File: config.mk
export PLATFORM = sky130hd
export DESIGN_NAME = midi_note_clock_step_sequencer_flat
export DESIGN_NICKNAME = d
export VERILOG_FILES = /design/src/rtl/mncs_pkg.sv /design/src/rtl/mncs_if.sv /design/src/rtl/mncs_front.sv /design/src/rtl/mncs_queue.sv /design/src/rtl/mncs_back.sv /design/src/rtl/midi_note_clock_step_sequencer.sv /design/src/flat_wrapper.sv
export SDC_FILE = /design/constraint.sdc
export NUM_CORES = 1
export LEC_CHECK = 0
export ABC_AREA = 0
export BUFFER_PORTS_ARGS = -buffer_cell sky130_fd_sc_hd__buf_4
export CORE_ASPECT_RATIO = 0.7
export CORE_MARGIN = 3
export CORE_UTILIZATION = 56
export CTS_BUF_LIST = sky130_fd_sc_hd__clkbuf_8
export DETAILED_ROUTE_END_ITERATION = 10
export MAX_ROUTING_LAYER = met4
export PLACE_DENSITY = 0.85
export REMOVE_ABC_BUFFERS = 1
export SETUP_SLACK_MARGIN = 0.3
export SYNTH_ARGS = -nofsm -noshare
export SYNTH_HDL_FRONTEND = slang
export SYNTH_SLANG_ARGS = --single-unit
File: constraint.sdc
create_clock -name clk_i -period 5.45 [get_ports clk_i]
set_input_delay 0.545 -clock clk_i [delete_from_list [all_inputs] [get_ports clk_i]]
set_output_delay 0.545 -clock clk_i [all_outputs]
set_load 0.01 [all_outputs]
File: src/rtl/mncs_pkg.sv
`timescale 1ns / 1ps

package mncs_pkg;

  localparam int unsigned SEQ_STEPS          = 8;
  localparam int unsigned CLOCKS_PER_QUARTER = 24;

  localparam int unsigned STEP_W = $clog2(SEQ_STEPS);
  localparam int unsigned DIST_W = $clog2(SEQ_STEPS + 1);
  localparam int unsigned CC_W   = $clog2(CLOCKS_PER_QUARTER);
  localparam int unsigned TGT_W  = 4;

  localparam logic [CC_W-1:0] CC_LAST = CC_W'(CLOCKS_PER_QUARTER - 1);
  localparam logic [CC_W-1:0] CC_HALF = CC_W'(CLOCKS_PER_QUARTER / 2);

  // Input operations.
  localparam logic [1:0] OP_MIDI    = 2'd0;
  localparam logic [1:0] OP_PRESS   = 2'd1;
  localparam logic [1:0] OP_RELEASE = 2'd2;

  // MIDI byte codes and status nibbles.
  localparam logic [7:0] CLOCK_BYTE    = 8'hF8;
  localparam logic [4:0] REALTIME_TOP  = 5'b11111;
  localparam logic [3:0] ST_NONE       = 4'h0;
  localparam logic [3:0] ST_NOTE_OFF   = 4'h8;
  localparam logic [3:0] ST_NOTE_ON    = 4'h9;
  localparam logic [3:0] ST_PROG       = 4'hC;
  localparam logic [3:0] ST_SYSTEM     = 4'hF;

  localparam logic [TGT_W-1:0] SWITCH_STEP = TGT_W'(3);
  localparam logic [6:0]       OCTAVE      = 7'd12;

  localparam logic [4:0] LISTEN_ALL = 5'h1F;
  localparam logic       REG_LISTEN = 1'b0;

  // One command handed from the parser to the sequencer side.
  typedef struct packed {
    logic             step_pulse;
    logic             go_step;
    logic [TGT_W-1:0] target;
    logic             led_wr;
    logic             led_val;
  } cmd_t;

  // Note number modulo an octave, with a reciprocal multiply (valid for 7 bits).
  function automatic logic [TGT_W-1:0] note_mod_octave(input logic [6:0] note);
    logic [12:0] prod;
    logic [3:0]  quot;
    logic [6:0]  mult;
    logic [6:0]  rem;
    prod = 13'(note) * 13'd43;
    quot = prod[12:9];
    mult = {3'b000, quot} * OCTAVE;
    rem  = note - mult;
    return rem[TGT_W-1:0];
  endfunction

  function automatic logic [1:0] data_length(input logic [3:0] status);
    logic [1:0] len;
    if (status == ST_PROG) begin
      len = 2'd1;
    end else if (status >= ST_NOTE_OFF && status < ST_SYSTEM) begin
      len = 2'd2;
    end else begin
      len = 2'd0;
    end
    return len;
  endfunction

endpackage

File: src/rtl/mncs_if.sv
`timescale 1ns / 1ps

interface mncs_in_if;
  logic       valid;
  logic       ready;
  logic [1:0] op;
  logic [7:0] data_byte;

  modport source(output valid, output op, output data_byte, input ready);
  modport sink(input valid, input op, input data_byte, output ready);
endinterface

interface mncs_out_if;
  logic       valid;
  logic       ready;
  logic [3:0] advance_pulses;
  logic       led_on;
  logic [2:0] step_position;

  modport source(output valid, output advance_pulses, output led_on,
                 output step_position, input ready);
  modport sink(input valid, input advance_pulses, input led_on,
               input step_position, output ready);
endinterface

File: src/rtl/mncs_front.sv
`timescale 1ns / 1ps

module mncs_front (
  input  logic               clk_i,
  input  logic               rst_ni,
  mncs_in_if.sink            in_i,
  input  logic [4:0]         listen_channel_i,
  input  logic               full_i,
  output logic               push_o,
  output mncs_pkg::cmd_t     cmd_o
);

  logic [3:0]                 status_q, status_d;
  logic [3:0]                 chan_q, chan_d;
  logic [1:0]                 expect_q, expect_d;
  logic [1:0]                 recv_q, recv_d;
  logic [6:0]                 first_q, first_d;
  logic [mncs_pkg::CC_W-1:0]  cc_q, cc_d;
  logic [1:0]                 recv_inc;
  logic                       chan_match;
  logic [7:0]                 b;

  assign in_i.ready = !full_i;
  assign push_o     = in_i.valid && !full_i;
  assign b          = in_i.data_byte;
  assign recv_inc   = recv_q + 2'd1;

  // A listen channel of all ones takes every channel; other negatives take none.
  assign chan_match = (listen_channel_i == mncs_pkg::LISTEN_ALL) ||
                      (!listen_channel_i[4] && listen_channel_i[3:0] == chan_q);

  always_comb begin
    status_d = status_q;
    chan_d   = chan_q;
    expect_d = expect_q;
    recv_d   = recv_q;
    first_d  = first_q;
    cc_d     = cc_q;
    cmd_o    = '0;
    unique case (in_i.op)
      mncs_pkg::OP_MIDI: begin
        if (b[7:3] == mncs_pkg::REALTIME_TOP) begin
          if (b == mncs_pkg::CLOCK_BYTE) begin
            cc_d = (cc_q == mncs_pkg::CC_LAST) ? '0 : cc_q + 1'b1;
            cmd_o.step_pulse = (cc_d == '0) || (cc_d == mncs_pkg::CC_HALF);
          end
        end else if (b[7]) begin
          chan_d   = b[3:0];
          status_d = b[7:4];
          expect_d = mncs_pkg::data_length(b[7:4]);
          recv_d   = 2'd0;
        end else if (status_q != mncs_pkg::ST_NONE && expect_q != 2'd0) begin
          if (recv_q == 2'd0) begin
            first_d = b[6:0];
          end
          recv_d = recv_inc;
          if (recv_inc >= expect_q) begin
            recv_d = 2'd0;
            if (chan_match) begin
              if (status_q == mncs_pkg::ST_NOTE_OFF) begin
                cmd_o.led_wr  = 1'b1;
                cmd_o.led_val = 1'b0;
              end else if (status_q == mncs_pkg::ST_NOTE_ON) begin
                cmd_o.led_wr = 1'b1;
                if (b[6:0] == 7'd0) begin
                  cmd_o.led_val = 1'b0;
                end else begin
                  cmd_o.led_val = 1'b1;
                  cmd_o.go_step = 1'b1;
                  cmd_o.target  = mncs_pkg::note_mod_octave(first_q);
                end
              end
            end
          end
        end
      end
      mncs_pkg::OP_PRESS: begin
        cmd_o.led_wr  = 1'b1;
        cmd_o.led_val = 1'b1;
        cmd_o.go_step = 1'b1;
        cmd_o.target  = mncs_pkg::SWITCH_STEP;
      end
      mncs_pkg::OP_RELEASE: begin
        cmd_o.led_wr  = 1'b1;
        cmd_o.led_val = 1'b0;
      end
      default: begin
      end
    endcase
  end

  always_ff @(posedge clk_i or negedge rst_ni) begin
    if (!rst_ni) begin
      status_q <= mncs_pkg::ST_NONE;
      chan_q   <= '0;
      expect_q <= '0;
      recv_q   <= '0;
      cc_q     <= '0;
    end else if (push_o) begin
      status_q <= status_d;
      chan_q   <= chan_d;
      expect_q <= expect_d;
      recv_q   <= recv_d;
      cc_q     <= cc_d;
    end
  end

  always_ff @(posedge clk_i) begin
    if (push_o) begin
      first_q <= first_d;
    end
  end

endmodule

File: src/rtl/mncs_queue.sv
`timescale 1ns / 1ps

module mncs_queue (
  input  logic           clk_i,
  input  logic           rst_ni,
  input  logic           push_i,
  input  mncs_pkg::cmd_t cmd_i,
  output logic           full_o,
  input  logic           pop_i,
  output logic           valid_o,
  output mncs_pkg::cmd_t cmd_o
);

  mncs_pkg::cmd_t slot_q [2];
  logic           wr_q, wr_d;
  logic           rd_q, rd_d;
  logic [1:0]     cnt_q, cnt_d;

  assign full_o  = (cnt_q == 2'd2);
  assign valid_o = (cnt_q != 2'd0);
  assign cmd_o   = slot_q[rd_q];

  always_comb begin
    wr_d  = push_i ? !wr_q : wr_q;
    rd_d  = pop_i ? !rd_q : rd_q;
    cnt_d = cnt_q + 2'(push_i) - 2'(pop_i);
  end

  always_ff @(posedge clk_i or negedge rst_ni) begin
    if (!rst_ni) begin
      wr_q  <= 1'b0;
      rd_q  <= 1'b0;
      cnt_q <= 2'd0;
    end else begin
      wr_q  <= wr_d;
      rd_q  <= rd_d;
      cnt_q <= cnt_d;
    end
  end

  always_ff @(posedge clk_i) begin
    if (push_i) begin
      slot_q[wr_q] <= cmd_i;
    end
  end

endmodule

File: src/rtl/mncs_back.sv
`timescale 1ns / 1ps

module mncs_back (
  input  logic           clk_i,
  input  logic           rst_ni,
  input  logic           valid_i,
  input  mncs_pkg::cmd_t cmd_i,
  output logic           pop_o,
  mncs_out_if.source     out_o
);

  localparam int unsigned SW = mncs_pkg::STEP_W;
  localparam int unsigned DW = mncs_pkg::DIST_W;

  logic [SW-1:0] pos_q, pos_d;
  logic          led_q, led_d;
  logic          ovalid_q, ovalid_d;
  logic [3:0]    pulses_q, pulses_d;
  logic [DW-1:0] fwd_steps;
  logic [DW-1:0] tgt_ext;
  logic [DW-1:0] pos_ext;
  logic          tgt_ok;

  assign pop_o   = valid_i && (!ovalid_q || out_o.ready);
  assign tgt_ok  = 5'(cmd_i.target) < 5'(mncs_pkg::SEQ_STEPS);
  assign tgt_ext = DW'(cmd_i.target);
  assign pos_ext = DW'(pos_q);

  // Forward distance to the target; standing on it means one full turn.
  always_comb begin
    if (tgt_ext > pos_ext) begin
      fwd_steps = tgt_ext - pos_ext;
    end else begin
      fwd_steps = tgt_ext + DW'(mncs_pkg::SEQ_STEPS) - pos_ext;
    end
  end

  always_comb begin
    pos_d    = pos_q;
    led_d    = led_q;
    pulses_d = pulses_q;
    ovalid_d = ovalid_q && !out_o.ready;
    if (pop_o) begin
      ovalid_d = 1'b1;
      pulses_d = 4'd0;
      if (cmd_i.led_wr) begin
        led_d = cmd_i.led_val;
      end
      if (cmd_i.step_pulse) begin
        pulses_d = 4'd1;
        pos_d    = (pos_q == SW'(mncs_pkg::SEQ_STEPS - 1)) ? '0 : pos_q + 1'b1;
      end else if (cmd_i.go_step && tgt_ok) begin
        pulses_d = (5'(fwd_steps) > 5'd15) ? 4'd15 : 4'(fwd_steps);
        pos_d    = SW'(cmd_i.target);
      end
    end
  end

  always_ff @(posedge clk_i or negedge rst_ni) begin
    if (!rst_ni) begin
      pos_q    <= SW'(mncs_pkg::SEQ_STEPS - 1);
      led_q    <= 1'b0;
      ovalid_q <= 1'b0;
    end else begin
      pos_q    <= pos_d;
      led_q    <= led_d;
      ovalid_q <= ovalid_d;
    end
  end

  always_ff @(posedge clk_i) begin
    pulses_q <= pulses_d;
  end

  assign out_o.valid          = ovalid_q;
  assign out_o.advance_pulses = pulses_q;
  assign out_o.led_on         = led_q;
  assign out_o.step_position  = 3'(pos_q);

endmodule

File: src/rtl/midi_note_clock_step_sequencer.sv
`timescale 1ns / 1ps

// MIDI note and clock step sequencer controller.
// The in_i channel carries one item per transfer: a received MIDI byte or a
// switch press or release. The out_o channel returns exactly one result per
// item: the advance pulses to send, the LED state and the step position.
// The listen channel register sits at APB byte address 0; writes land on the
// access cycle and pready is always high. Write it only while no item is in
// flight.
// A parser accepts and classifies items into a two-entry command queue; the
// sequencer side drains that queue into the output register. A result passes
// through a queue entry and then the output register before it is valid on
// out_o, and one item per cycle is sustained while the receiver is ready.
// When the receiver stalls, the output register holds its result, the queue
// fills, and in_i.ready falls once both queue entries are taken.
// Reset clears the running status and the clock count, puts the sequencer on
// its last step with the LED off, and sets the listen channel to all
// channels.

module midi_note_clock_step_sequencer (
  input  logic        clk_i,
  input  logic        rst_ni,
  mncs_in_if.sink     in_i,
  mncs_out_if.source  out_o,
  input  logic        psel,
  input  logic        penable,
  input  logic        pwrite,
  input  logic [2:0]  paddr,
  input  logic [31:0] pwdata,
  output logic [31:0] prdata,
  output logic        pready
);

  logic [4:0]     listen_q;
  logic           push;
  logic           full;
  logic           pop;
  logic           q_valid;
  mncs_pkg::cmd_t cmd_in;
  mncs_pkg::cmd_t cmd_out;

  assign pready = 1'b1;
  assign prdata = (paddr[2] == mncs_pkg::REG_LISTEN) ? {{27{listen_q[4]}}, listen_q} : '0;

  always_ff @(posedge clk_i or negedge rst_ni) begin
    if (!rst_ni) begin
      listen_q <= mncs_pkg::LISTEN_ALL;
    end else if (psel && penable && pwrite && paddr[2] == mncs_pkg::REG_LISTEN) begin
      listen_q <= pwdata[4:0];
    end
  end

  mncs_front u_front (
    .clk_i            (clk_i),
    .rst_ni           (rst_ni),
    .in_i             (in_i),
    .listen_channel_i (listen_q),
    .full_i           (full),
    .push_o           (push),
    .cmd_o            (cmd_in)
  );

  mncs_queue u_queue (
    .clk_i   (clk_i),
    .rst_ni  (rst_ni),
    .push_i  (push),
    .cmd_i   (cmd_in),
    .full_o  (full),
    .pop_i   (pop),
    .valid_o (q_valid),
    .cmd_o   (cmd_out)
  );

  mncs_back u_back (
    .clk_i   (clk_i),
    .rst_ni  (rst_ni),
    .valid_i (q_valid),
    .cmd_i   (cmd_out),
    .pop_o   (pop),
    .out_o   (out_o)
  );

endmodule

File: src/flat_wrapper.sv
// flat-port wrapper written by rule: the top's interface ports become plain ports
module midi_note_clock_step_sequencer_flat 
  (clk_i, rst_ni, psel, penable, pwrite, paddr, pwdata, prdata, pready, in_i_valid, in_i_op, in_i_data_byte, in_i_ready, out_o_valid, out_o_advance_pulses, out_o_led_on, out_o_step_position, out_o_ready);
  mncs_in_if in_i_i ();
  mncs_out_if out_o_i ();
  input  logic clk_i;
  input  logic rst_ni;
  input  logic psel;
  input  logic penable;
  input  logic pwrite;
  input  logic [2:0] paddr;
  input  logic [31:0] pwdata;
  output logic [31:0] prdata;
  output logic pready;
  input wire logic [$bits(in_i_i.valid)-1:0] in_i_valid;
  input wire logic [$bits(in_i_i.op)-1:0] in_i_op;
  input wire logic [$bits(in_i_i.data_byte)-1:0] in_i_data_byte;
  output wire logic [$bits(in_i_i.ready)-1:0] in_i_ready;
  output wire logic [$bits(out_o_i.valid)-1:0] out_o_valid;
  output wire logic [$bits(out_o_i.advance_pulses)-1:0] out_o_advance_pulses;
  output wire logic [$bits(out_o_i.led_on)-1:0] out_o_led_on;
  output wire logic [$bits(out_o_i.step_position)-1:0] out_o_step_position;
  input wire logic [$bits(out_o_i.ready)-1:0] out_o_ready;
  assign in_i_i.valid = in_i_valid;
  assign in_i_i.op = in_i_op;
  assign in_i_i.data_byte = in_i_data_byte;
  assign in_i_ready = in_i_i.ready;
  assign out_o_valid = out_o_i.valid;
  assign out_o_advance_pulses = out_o_i.advance_pulses;
  assign out_o_led_on = out_o_i.led_on;
  assign out_o_step_position = out_o_i.step_position;
  assign out_o_i.ready = out_o_ready;
  midi_note_clock_step_sequencer u_core (.clk_i(clk_i), .rst_ni(rst_ni), .in_i(in_i_i), .out_o(out_o_i), .psel(psel), .penable(penable), .pwrite(pwrite), .paddr(paddr), .pwdata(pwdata), .prdata(prdata), .pready(pready));
endmodule
* Word-level counts from Yosys, hierarchy flattened *
Memory sizes are Yosys's and may differ from the RTL's.
Index checks and enable logic that the tools add are counted.

cells by class
  add/subtract/negate cells = 9
  multiply operators = 2
  order comparisons = 5
  eq/ne operators = 13
  muxes and demuxes = 30
  bitwise logic cells = 4
  reductions and logical operators = 35

operators with widths
  kind                                                                    number
  7-bit two-way mux                                                       6
  32-bit two-way mux                                                      1
  5-bit equality test (second input constant)                             3
  5-bit two-way mux                                                       3
  7-bit by 6-bit multiplier with 13-bit output (second input constant)    1
  4-bit equality test (second input constant)                             3
  2-bit two-way mux                                                       6
  4-bit AND reduction                                                     3
  1-bit logical AND                                                       10
  5-bit case mux with 2 select lines                                      1
  3-bit two-way mux                                                       3
  8-bit equality test (second input constant)                             1
  4-bit less-than comparator (second input constant)                      2
  1-bit two-way mux                                                       8
  2-bit nonzero test                                                      4
  4-bit by 3-bit subtractor with 4-bit output                             2
  7-bit zero test                                                         1
  1-bit zero test                                                         6
  2-bit case mux with 3 select lines                                      1
  6-bit AND reduction                                                     1
  5-bit by 1-bit adder with 5-bit output (second input constant)          1
  5-bit by 4-bit equality test with 1-bit output (second input constant)  1
  5-bit zero test                                                         1
  4-bit adder (second input constant)                                     1
  other kinds (20)                                                        28

word-level totals
  flip-flop bits (word level) = 42
  bits in writable memories = 16
  output and inout port bits = 43
  logic and storage cells = 114
  memories = 1

memory list
  memory                 words  width  rd ports  clocked after Yosys merged registers in  write ports  RTL line          text
  u_core.u_queue.slot_q  2      8      1         0                                        1            mncs_queue.sv:14  mncs_pkg::cmd_t slot_q [2];

* Longest topological paths before layout *
  word-level depth = 12
  depth in mapped cells = 16
  depth with buffers taken out = 16

* Cells and area by module *
A second synthesis with hierarchy kept.

unflattened totals
  cell total of the unflattened synthesis = 342
  area, all modules = 3935.0 µm²

modules (own cells, without submodules)
  module                          times used  cells each  area each (µm²)  sequential area each (µm²)
  mncs_front                      1           195         1990.7           635.6
  mncs_queue                      1           40          810.8            580.6
  mncs_back                       1           62          664.4            249.0
  midi_note_clock_step_sequencer  1           45          469.2            131.4

* Worst setup path before layout *
Ideal clock, no wire load.

  kind = reg2reg
  from = register u_core.u_front.first_q[2]
  to = memory u_core.u_queue.slot_q[0][5] (netlist bit), data pin
  setup time = 0.256 ns
  arrival = 3.686 ns
  path slack = 1.508 ns
  cell stages (with the launch flop) = 17
  path buffers = 0
  period minus slack after synthesis = 3.942 ns
  path through = edfxtp_1 ha_1 fa_1 inv_1 fa_1 inv_1 ha_1 nand3_1 o211ai_1 a31oi_2 xnor2_2 ha_1 xnor2_1 xnor2_1 xnor2_1 xnor3_1 nor2b_4

RTL lines
  element                 RTL line           text
  start, declared         mncs_front.sv:17   logic [6:0] first_q, first_d;
  start signal, assigned  mncs_front.sv:110  first_q <= first_d;
  end, declared           mncs_queue.sv:14

==> reports/metrics.cfg <==
[logic_synthesis]
seq_area_frac_synth_pct = 41.7
syn_area_um2 = 3830
ys_async_sr_fraction_pct = 53.4
syn_area_per_cell_um2 = 10.9
synth.area.top_cells = edfxtp_1, dfrtp_1, ha_1
synth_top_area_share_pct = 21.2
synth_seq_cells = 58
synth_common_cells = ha_1, inv_1, buf_4, nand2_1, edfxtp_1
yosys_warnings = 0
synth_ff_type = edfxtp_1
synth_edf_count = 27
yosysMostFrequentCell = ha_1
synth_top_area_cell = edfxtp_1
syn-instance-count = 352
synth_cell_type_count = 51

[final_layout]
nets = 501
n_antenna_cell = 0
fin_util_pct = 68.2
area_growth_pct = 14.4
layout-drive-gt1-share_pct = 26.3
fill_cells = 484

[cts]
cts_resized = 0
hold_buffers = 0
path_clk_slew_ns = 0.07
ctsLongestPathBuffers = 2
cts_tree = built
cts_sinks = 58
numCtsBuffers = 9
post_cts_buffers = 0
htreeDepth = 3
cts-root-buf = clkbuf_8
clk_latency_ns = 0.34

[grt]
grt_max_degree = 32
grt_pass1_vias = 2551
grt.overflow.total = 0
grt_pass1_wl_mm = 11.5
gr-usage-all-layers_pct = 19.6
gr-usage-met2_pct = 32.1
antenna_found_initial = 0
met3_usage_pct = 4.88
use_met1_pct = 24.1
grt-busiest-layer = met2

[sta]
worstMarginPinSlew_ns = 1.02
setup_tns_ns = 0
max_freq_mhz = 233
setup_viol = 0
fin_crit_sh_pct = 78.7
min_period_ns = 4.29
rsz0062_at_grt = no
finalHoldViolCount = 0
report.final.slew_viol_count = 0
holdWs_ns = 0.127
slew_headroom_pct = 31.4
fin_skew_ns = 0.0152

[min_path]
hold_class = input pin to asynchronous set/reset pin

[setup_path]
cp.required_ns = 5.54
worstPathArrival_ns = 4.38
crit_type = flip-flop to flip-flop
critPathLaunch = u_core.u_front.first_q[2]
cp-end-kind = flip-flop
r2r_start = u_core.u_front.first_q[2]
path_max_fanout = 5
crit_path_start_kind = flip-flop

[flow_run]
max_cap_viol_count = 0

[floorplanning]
initial_core_util_pct = 59.6
rows = 24
core_area_um2 = 6430
dieArea_um2 = 7890
die_w_um = 105
io_pins = 95
die_height_um = 75.2

[pwr]
irDropWorstVdd_mv = 0.223
p_leak_nw = 2.06
power.density_nw_per_um2 = 411

[route]
drt_iter0_drc = 111
drc_errors = 0
vias = 2582
postRouteAntennaNets = 0
wl_per_cell_um = 13.9
drt_pre_antenna_iters = 4
via_per_inst = 5.23
routed_wl_mm = 6.87

[placed_design]
numPortBuffers = 64
globalplace.congestion = 0.846
hpwlAfterDp_mm = 5.47

[run_status]
outcome = finished clean

registers in the layout, indices dropped and copies added, names as in the netlist, 2 cells and up:
name                                count
u_core.u_queue.cnt_q                    2
u_core.u_front.expect_q                 2
u_core.listen_q                         5
u_core.u_front.first_q                  7
u_core.u_front.status_q                 4
u_core.u_front.chan_q                   4
u_core.u_queue.slot_q                  16
u_core.u_back.out_o.advance_pulses      4
u_core.u_front.cc_q                     5
u_core.u_back.out_o.step_position       3
u_core.u_front.recv_q                   2
worst paths after layout:
kind	end	slack, ns	depth (start not counted)
worst max register to register	u_core.u_queue.slot_q[0][5]	1.16	16
max in group asynchronous	u_core.u_back.out_o.step_position[0]	4.99	1
min in group clk_i	u_core.u_front.first_q[2]	0.39	1
worst min register to register	u_core.u_front.status_q[1]	0.49	2
worst min-delay path	u_core.u_front.status_q[1]	0.13	1
worst max-delay path	u_core.u_queue.slot_q[0][5]	1.16	16
metal layers:
layer | wire (µm) | up-vias
met2 | 3100 | 80
met1 | 3340 | 1219
met5 | 0 | -
met3 | 359 | 7
met4 | 69 | 0
li1 | - | 1276
worst max-delay path, cell delays in order, from the launching register on:
cell      delay (ns)
edfxtp_1        0.52
ha_1            0.36
fa_1            0.55
inv_1           0.06
fa_1            0.53
inv_1           0.04
ha_1            0.29
nand3_1         0.11
o211ai_1        0.12
a31oi_2         0.26
xnor2_2         0.11
ha_1            0.21
xnor2_1         0.14
xnor2_1         0.20
xnor2_1         0.15
xnor3_1         0.24
nor2b_4         0.14
cells by family (layout without fill, tap and decap cells):
group | after synthesis | count (layout) | synth area share (%)
adders and majority gates | 51 | 51 | 18.4
xor gates and xnor gates | 17 | 17 | 4.44
AOI/OAI and AO/OA | 44 | 44 | 8.43
buffers and inverters | 69 | 120 | 9.80
muxes | 19 | 19 | 5.39
DFF | 58 | 58 | 41.7
other | 1 | 1 | 0.0979
and+or+nand+nor | 93 | 93 | 11.8
cells in the final DEF, fill, tap and decap left out, types with 6 or more instances in the layout:
| cell | Yosys | routed |
|---|---|---|
| a21oi_1 | 12 | 12 |
| buf_4 | 29 | 65 |
| clkbuf_8 | 0 | 9 |
| dfrtp_1 | 23 | 23 |
| dfstp_2 | 8 | 8 |
| edfxtp_1 | 27 | 27 |
| fa_1 | 9 | 9 |
| ha_1 | 42 | 42 |
| inv_1 | 39 | 43 |
| mux2_2 | 10 | 10 |
| mux2i_1 | 8 | 8 |
| nand2_1 | 29 | 29 |
| nand2b_1 | 8 | 8 |
| nor2_1 | 25 | 25 |
| nor3_1 | 6 | 6 |
| o21ai_0 | 8 | 8 |
| xnor2_1 | 14 | 14 |
report_power, final:
group,total [mW],internal [mW],switching (mW),leakage [nW]
clock,0.366,0.203,0.164,0.108
combinational,0.731,0.352,0.380,1.34
sequential,0.704,0.610,0.0938,0.617
through the flow:
stage / cells / setup slack (ns) / power [mW] / cell area (µm²)
after CTS: 494 / 1.12 / 1.82 / 4380
after global routing: 494 / 0.937 / 1.95 / 4380
final: 494 / 1.16 / 1.80 / 4380
after global placement: 478 / 1.29 / 1.40 / 4200
after detailed placement: 478 / 1.15 / 1.45 / 4200
after floorplan: 322 / 0.689 / 1.20 / 3600
final cells by class:
class / instances / area, µm² / area share, %
Multi-Input combinational cell: 225 / 1860 / 42.4
Tap cell: 91 / 114 / 2.60
Clock inverter: 7 / 55.1 / 1.26
Clock buffer: 9 / 124 / 2.83
Sequential cell: 58 / 1600 / 36.4
Timing Repair Buffer: 65 / 488 / 11.1
Inverter: 39 / 146 / 3.34
No activity file was read; power rests on OpenSTA's default activity.
